--- src/rtl/bpm_pkg.sv ---
`timescale 1ns / 1ps

package bpm_pkg;

  // boot stage codes, T0..T7 plus invalid
  typedef enum logic [3:0] {
    ST_T0  = 4'd0,
    ST_T1  = 4'd1,
    ST_T2  = 4'd2,
    ST_T3  = 4'd3,
    ST_T4  = 4'd4,
    ST_T5  = 4'd5,
    ST_T6  = 4'd6,
    ST_T7  = 4'd7,
    ST_BAD = 4'd8
  } stage_e;

  // event kinds carried by an input item
  typedef enum logic [1:0] {
    OP_RESET_PIN = 2'd0,
    OP_BOOT_PIN  = 2'd1,
    OP_TICK      = 2'd2
  } op_e;

  // configuration register indexes (word address bits)
  localparam logic [1:0] REG_EARLY_LIMIT  = 2'd0;
  localparam logic [1:0] REG_LOADER_LIMIT = 2'd1;
  localparam logic [1:0] REG_LATE_LIMIT   = 2'd2;

  localparam int unsigned LIMIT_W = 16;
  localparam int unsigned ADDR_W  = 4;

  // reset values of the limit registers
  localparam logic [LIMIT_W-1:0] EARLY_LIMIT_RST  = 16'd500;
  localparam logic [LIMIT_W-1:0] LOADER_LIMIT_RST = 16'd1000;
  localparam logic [LIMIT_W-1:0] LATE_LIMIT_RST   = 16'd10000;

endpackage

--- src/rtl/boot_progress_monitor_unit.sv ---
`timescale 1ns / 1ps

// Boot progress monitor. Each input item is one event (reset pin change, boot
// pin change or timer tick) and yields exactly one result item with the current
// boot stage, the sticky boot-done flag, a timeout flag and the counter state.
// The update is combinational logic between the state and result registers, so
// one item is taken per clock; the result register frees itself in the same
// cycle its item is taken, so the input stalls only while a result waits and
// the output side stalls. Stage tick limits must be written through the APB
// port at byte addresses 0, 4 and 8 only while no item is in flight; the block
// does not enforce this. The tick counter is TICK_BITS wide and saturates.
module boot_progress_monitor_unit #(
  parameter int unsigned TICK_BITS = 16
) (
  input  logic        clk_i,
  input  logic        rst_ni,
  // event input
  input  logic        in_valid_i,
  output logic        in_stall_o,
  input  logic [1:0]  opcode_i,
  input  logic        reset_pin_high_i,
  input  logic        power_good_i,
  input  logic        alert_one_i,
  input  logic        alert_two_i,
  // result output
  output logic        out_valid_o,
  input  logic        out_stall_i,
  output logic [3:0]  boot_stage_o,
  output logic        boot_done_o,
  output logic        timed_out_o,
  output logic        timer_running_o,
  // configuration
  input  logic                        psel,
  input  logic                        penable,
  input  logic                        pwrite,
  input  logic [bpm_pkg::ADDR_W-1:0]  paddr,
  input  logic [31:0]                 pwdata,
  output logic [31:0]                 prdata,
  output logic                        pready
);

  localparam int unsigned CMP_W = (TICK_BITS > bpm_pkg::LIMIT_W) ? TICK_BITS : bpm_pkg::LIMIT_W;
  localparam logic [TICK_BITS-1:0] TICK_MAX = {TICK_BITS{1'b1}};

  // limit registers
  logic [bpm_pkg::LIMIT_W-1:0] early_limit_q, loader_limit_q, late_limit_q;

  // monitor state
  bpm_pkg::stage_e             stage_q, stage_d;
  bpm_pkg::stage_e             last_stage_q, last_stage_d;
  logic                        second_pass_q, second_pass_d;
  logic [TICK_BITS-1:0]        elapsed_q, elapsed_d;
  logic [bpm_pkg::LIMIT_W-1:0] active_limit_q, active_limit_d;
  logic                        counting_q, counting_d;
  logic                        done_q, done_d;
  logic                        timeout_d;

  // result register
  logic       out_valid_q;
  logic [3:0] res_stage_q;
  logic       res_done_q, res_timeout_q, res_running_q;

  logic accept;
  logic cfg_wr;

  assign in_stall_o = out_valid_q & out_stall_i;
  assign accept     = in_valid_i & ~in_stall_o;

  // apb register access
  assign pready = 1'b1;
  assign cfg_wr = psel & penable & pwrite & pready;

  always_ff @(posedge clk_i or negedge rst_ni) begin
    if (!rst_ni) begin
      early_limit_q  <= bpm_pkg::EARLY_LIMIT_RST;
      loader_limit_q <= bpm_pkg::LOADER_LIMIT_RST;
      late_limit_q   <= bpm_pkg::LATE_LIMIT_RST;
    end else if (cfg_wr) begin
      unique case (paddr[3:2])
        bpm_pkg::REG_EARLY_LIMIT:  early_limit_q  <= pwdata[bpm_pkg::LIMIT_W-1:0];
        bpm_pkg::REG_LOADER_LIMIT: loader_limit_q <= pwdata[bpm_pkg::LIMIT_W-1:0];
        bpm_pkg::REG_LATE_LIMIT:   late_limit_q   <= pwdata[bpm_pkg::LIMIT_W-1:0];
        default: ;
      endcase
    end
  end

  always_comb begin
    unique case (paddr[3:2])
      bpm_pkg::REG_EARLY_LIMIT:  prdata = {{(32-bpm_pkg::LIMIT_W){1'b0}}, early_limit_q};
      bpm_pkg::REG_LOADER_LIMIT: prdata = {{(32-bpm_pkg::LIMIT_W){1'b0}}, loader_limit_q};
      bpm_pkg::REG_LATE_LIMIT:   prdata = {{(32-bpm_pkg::LIMIT_W){1'b0}}, late_limit_q};
      default:                   prdata = '0;
    endcase
  end

  // event processing: pin decode, stage entry and tick counting
  always_comb begin
    bpm_pkg::stage_e             new_stage;
    logic                        enter;
    logic [CMP_W-1:0]            elapsed_ext;
    logic [CMP_W-1:0]            limit_ext;

    new_stage      = stage_q;
    enter          = 1'b0;
    elapsed_ext    = CMP_W'(elapsed_q);
    limit_ext      = CMP_W'(active_limit_q);

    stage_d        = stage_q;
    last_stage_d   = last_stage_q;
    second_pass_d  = second_pass_q;
    elapsed_d      = elapsed_q;
    active_limit_d = active_limit_q;
    counting_d     = counting_q;
    done_d         = done_q;
    timeout_d      = 1'b0;

    if (accept) begin
      case (opcode_i)
        bpm_pkg::OP_RESET_PIN: begin
          second_pass_d = 1'b0;
          if (reset_pin_high_i) begin
            new_stage = bpm_pkg::ST_T0;
            enter     = 1'b1;
          end else if (power_good_i) begin
            new_stage = bpm_pkg::ST_T0;
          end else begin
            new_stage = bpm_pkg::ST_BAD;
          end
          stage_d      = new_stage;
          last_stage_d = new_stage;
        end
        bpm_pkg::OP_BOOT_PIN: begin
          // two-pass decode of the alert pins
          if (!second_pass_q) begin
            if (!alert_two_i) begin
              new_stage = alert_one_i ? bpm_pkg::ST_T2 : bpm_pkg::ST_T1;
            end else if (alert_one_i) begin
              new_stage = bpm_pkg::ST_T3;
            end else begin
              new_stage     = bpm_pkg::ST_T4;
              second_pass_d = 1'b1;
            end
          end else begin
            if (!alert_two_i) begin
              new_stage = alert_one_i ? bpm_pkg::ST_T6 : bpm_pkg::ST_T5;
            end else if (alert_one_i) begin
              new_stage     = bpm_pkg::ST_T7;
              second_pass_d = 1'b0;
            end else begin
              new_stage = bpm_pkg::ST_BAD;
            end
          end
          stage_d      = new_stage;
          last_stage_d = new_stage;
          enter        = 1'b1;
        end
        bpm_pkg::OP_TICK: begin
          if (counting_q && stage_q != bpm_pkg::ST_T7) begin
            if (stage_q == last_stage_q) begin
              if (elapsed_q != TICK_MAX) begin
                elapsed_d = elapsed_q + 1'b1;
              end
              if (elapsed_ext > limit_ext) begin
                counting_d = 1'b0;
                timeout_d  = 1'b1;
              end
            end else if (stage_q > last_stage_q) begin
              last_stage_d = stage_q;
              counting_d   = 1'b0;
            end
          end
        end
        default: ;
      endcase

      // entering T0..T6 restarts the counter with that stage's limit; T7 sets done
      if (enter) begin
        case (new_stage)
          bpm_pkg::ST_T0, bpm_pkg::ST_T1, bpm_pkg::ST_T2, bpm_pkg::ST_T3: begin
            active_limit_d = early_limit_q;
            elapsed_d      = '0;
            counting_d     = 1'b1;
          end
          bpm_pkg::ST_T4: begin
            active_limit_d = loader_limit_q;
            elapsed_d      = '0;
            counting_d     = 1'b1;
          end
          bpm_pkg::ST_T5, bpm_pkg::ST_T6: begin
            active_limit_d = late_limit_q;
            elapsed_d      = '0;
            counting_d     = 1'b1;
          end
          bpm_pkg::ST_T7: done_d = 1'b1;
          default: ;
        endcase
      end
    end
  end

  // state registers
  always_ff @(posedge clk_i or negedge rst_ni) begin
    if (!rst_ni) begin
      stage_q        <= bpm_pkg::ST_BAD;
      last_stage_q   <= bpm_pkg::ST_BAD;
      second_pass_q  <= 1'b0;
      elapsed_q      <= '0;
      active_limit_q <= bpm_pkg::LATE_LIMIT_RST;
      counting_q     <= 1'b0;
      done_q         <= 1'b0;
    end else begin
      stage_q        <= stage_d;
      last_stage_q   <= last_stage_d;
      second_pass_q  <= second_pass_d;
      elapsed_q      <= elapsed_d;
      active_limit_q <= active_limit_d;
      counting_q     <= counting_d;
      done_q         <= done_d;
    end
  end

  // result register
  always_ff @(posedge clk_i or negedge rst_ni) begin
    if (!rst_ni) begin
      out_valid_q   <= 1'b0;
      res_stage_q   <= bpm_pkg::ST_BAD;
      res_done_q    <= 1'b0;
      res_timeout_q <= 1'b0;
      res_running_q <= 1'b0;
    end else begin
      if (accept) begin
        out_valid_q   <= 1'b1;
        res_stage_q   <= stage_d;
        res_done_q    <= done_d;
        res_timeout_q <= timeout_d;
        res_running_q <= counting_d;
      end else if (!out_stall_i) begin
        out_valid_q <= 1'b0;
      end
    end
  end

  assign out_valid_o     = out_valid_q;
  assign boot_stage_o    = res_stage_q;
  assign boot_done_o     = res_done_q;
  assign timed_out_o     = res_timeout_q;
  assign timer_running_o = res_running_q;

endmodule

--- config.mk ---
export PLATFORM = sky130hd
export DESIGN_NAME = boot_progress_monitor_unit
export DESIGN_NICKNAME = d
export VERILOG_FILES = /design/src/rtl/bpm_pkg.sv /design/src/rtl/boot_progress_monitor_unit.sv
export SDC_FILE = /design/constraint.sdc
export NUM_CORES = 1
export LEC_CHECK = 0
export ABC_CLOCK_PERIOD_IN_PS = 2500
export BUFFER_PORTS_ARGS = -buffer_cell sky130_fd_sc_hd__buf_2
export CORE_MARGIN = 10
export CORE_UTILIZATION = 59
export CTS_BUF_LIST = sky130_fd_sc_hd__clkbuf_4
export DETAILED_ROUTE_END_ITERATION = 8
export PLACE_DENSITY_LB_ADDON = 0.12
export SLEW_MARGIN = 10
export SYNTH_ARGS = -nofsm -noshare
export SYNTH_HDL_FRONTEND = slang
export SYNTH_SLANG_ARGS = --single-unit
--- constraint.sdc ---
create_clock -name clk_i -period 2.5 [get_ports clk_i]
set_input_delay 0.25 -clock clk_i [delete_from_list [all_inputs] [get_ports clk_i]]
set_output_delay 0.25 -clock clk_i [all_outputs]
set_load 0.01 [all_outputs]
==> impl_metrics.py <==
metrics = {
    "timing": {
        "fmax_mhz": 434.5,
        "worst_slew_pin_slew_ps": 564.8,
        "clock-skew-final_ps": 26.74,
        "rsz0062_at_grt": "no",
        "fin_crit_sh": 0.9205,
        "tns_ps": 0,
        "hold_viol_final": 0,
        "period_minus_slack_ps": 2301,
        "setup_viol": 0,
        "relSlewSlack": 0.6200,
        "slew_viol_final": 0,
    },
    "cells_and_area": {
        "fill_cells": 757,
        "layout.nets": 653,
        "syn2layout_area_growth_pct": 11.34,
        "drive_gt1_frac": 0.3007,
        "final_util": 0.6691,
        "n_antenna_cell": 0,
    },
    "floorplanning": {
        "rows": 35,
        "initial_core_util": 0.6010,
        "io_pins": 91,
        "die_w_um": 116.8,
        "die_y_um": 116.8,
        "core_um2": 9196,
        "die-area_um2": 13640,
    },
    "power": {
        "p_per_area_nw_per_um2": 728.4,
        "max-vdd-ir-drop_mv": 0.4862,
        "p_leak_uw": 0.002854,
    },
    "logic_synthesis": {
        "synthTopCellsByCount": "dfrtp_1, mux2_2, nand2_1",
        "synth_ff_type": "dfrtp_1",
        "synth_seq_area_share": 0.4539,
        "synth_top_area_share": 0.3351,
        "yosys_warnings": 0,
        "avgSynthCellArea_um2": 10.73,
        "async_reset_ff_frac": 1.000,
        "ys_seq_elements": 99,
        "ys_types": 57,
        "synth_edf_count": 0,
        "postSynthCellCount": 515,
        "synth_most_common_cell": "dfrtp_1",
        "yosys.area.top_type": "dfrtp_1",
        "syn_area_um2": 5527,
        "ys_top_cells_by_area": "dfrtp_1, dfstp_2, mux2_2, mux2i_1, ha_1",
    },
    "worst_setup_path": {
        "end_kind": "flip-flop",
        "cp.required_ps": 2860,
        "path_max_fanout": 4,
        "worstPathArrival_ps": 2660,
        "reg2reg_depth": 7,
        "worstSetupStartpointType": "flip-flop",
        "worst-setup-path-type": "flip-flop to flip-flop",
    },
    "global_routing": {
        "met1_usage": 0.2645,
        "grt_pass1_wl_mm": 21.66,
        "grt_busiest_layer": "met2",
        "grt_pass1_vias": 4374,
        "use_met2": 0.3161,
        "grt_max_degree": 73,
        "grt_overflow_total": 0,
        "antenna_found_initial": 0,
        "use_met3": 0.03619,
        "track_usage": 0.1978,
    },
    "routing": {
        "ant_nets": 0,
        "avgViaCountPerCell": 6.035,
        "drt-pass1-iter-count": 5,
        "num_vias": 4182,
        "drt-initial-drc-count": 281,
        "wl_per_cell_um": 18.47,
        "routed_wl_mm": 12.80,
        "drc": 0,
    },
    "clock_tree": {
        "path_clk_slew_ps": 190,
        "ctsRootBufferMaster": "clkbuf_4",
        "cts_tree": "built",
        "cts_max_level": 3,
        "cts.path.max_buffers": 2,
        "clock_latency_ps": 460,
        "cts-buffers-inserted": 9,
        "clock-sinks": 99,
    },
    "run_status": {
        "status": "complete, no violations",
    },
    "placed_design": {
        "portBuffers": 55,
        "gp_congestion": 0.8903,
        "dp_hpwl_mm": 9.352,
    },
    "worst_hold_path": {
        "hold_depth": 2,
        "min_path_type": "input port to flip-flop",
    },
    "job": {
        "maxCapViolCount": 0,
    },
}
[sequential cells by signal, indices dropped and copies added, names as in the netlist]
signal	flops
out_valid_o	1
timer_running_o	1
counting_q	1
active_limit_q	16
done_q	1
last_stage_q	4
early_limit_q	16
second_pass_q	1
timed_out_o	1
stage_q	4
boot_done_o	1
elapsed_q	16
late_limit_q	16
loader_limit_q	16
boot_stage_o	4
[layout by cell type, fill, tap and decap left out, types with 3 or more instances in the layout]
cell	n
nand4_1	6
a21o_1	3
buf_12	4
xor2_1	6
a31oi_1	6
o211ai_1	4
inv_1	26
dfrtp_1	74
a21oi_1	18
nor3_1	3
a22oi_1	3
and3_1	8
and2_1	3
ha_1	27
o21ai_0	30
a211o_1	3
nor2_1	20
nor2b_1	6
or3_1	4
buf_2	54
or4_1	4
mux2i_1	35
buf_4	18
conb_1	17
dfstp_2	25
nand3_1	10
clkbuf_4	9
mux2_2	49
a222oi_1	16
nand2_1	45
[cell families (layout without fill, tap and decap cells)]
family / count (synthesis) / count (layout) / share of synthesized area
AO/OA/AOI/OAI: 105 / 105 / 0.1340
AND/OR/NAND/NOR: 123 / 123 / 0.1148
other: 2 / 17 / 0.001359
multiplexers: 84 / 84 / 0.1632
XOR/XNOR: 7 / 7 / 0.01109
flip-flops: 99 / 99 / 0.4539
adder cells (fa/ha/maj): 27 / 27 / 0.06113
buffers and inverters: 68 / 120 / 0.06045
[critical path, cell delays in order (launching register included)]
cell and delay [ps]:
dfstp_2 550, inv_1 40, ha_1 300, nand4_1 200, or3b_2 520, nor3_2 280, nor4bb_1 260, nor3_1 70
[area by class of cell]
class | instances | area, µm² | area share
multi-input cells | 363 | 2755 | 0.4477
flip-flops and latches | 99 | 2509 | 0.4077
repair buffers | 78 | 505.5 | 0.08215
well taps | 111 | 138.9 | 0.02257
inverters | 26 | 97.59 | 0.01586
clock inverters | 7 | 80.08 | 0.01301
clock buffers | 9 | 67.56 | 0.01098
[metrics by stage]
stage | worst slack, ps | hold WS (ps) | total power [µW] | instances | area (µm²)
finish | 198.8 | 22.49 | 4482 | 693 | 6153
global route | 65.76 | 2.242 | 4797 | 693 | 6153
CTS | 82.30 | 1.384 | 4506 | 693 | 6148
detailed placement | 38.41 | 199.0 | 3642 | 675 | 5981
global placement | 129.9 | 191.3 | 3563 | 675 | 5981
floorplan | 201.8 | -45.59 | 3164 | 530 | 5583
[layer usage]
metal / vias up / share of wire
li1: 1974 / -
met2: 114 / 0.47
met3: 19 / 0.056
met5: - / 0
met4: 0 / 0.017
met1: 2075 / 0.45
[where the power goes]
group | total (µW) | leakage, µW | internal, µW | switching, µW
Clock | 871 | 0.0000761 | 240 | 630
Combinational | 1350 | 0.00157 | 616 | 735
Sequential | 2260 | 0.00120 | 2040 | 218
Total | 4480 | 0.00285 | 2900 | 1580
[path summary, 6_finish.rpt]
path                                  from                 to  slack [ps]
hold / removal                   pwdata[9]    late_limit_q[9]          20
setup reg to reg           last_stage_q[3]      elapsed_q[14]         200
hold reg to reg                     done_q             done_q         480
min in group asynchronous           rst_ni         stage_q[2]         230
setup / recovery           last_stage_q[3]      elapsed_q[14]         200
max in group asynchronous           rst_ni  active_limit_q[9]        1500
[repair_timing]
action,CTS,global route
buffers inserted,0,0
endpoints found under the hold margin,28,0
hold buffers,2,0
gates resized for setup,0,1
endpoints found under the setup margin,0,2
(Power assumes the default switching activity.)
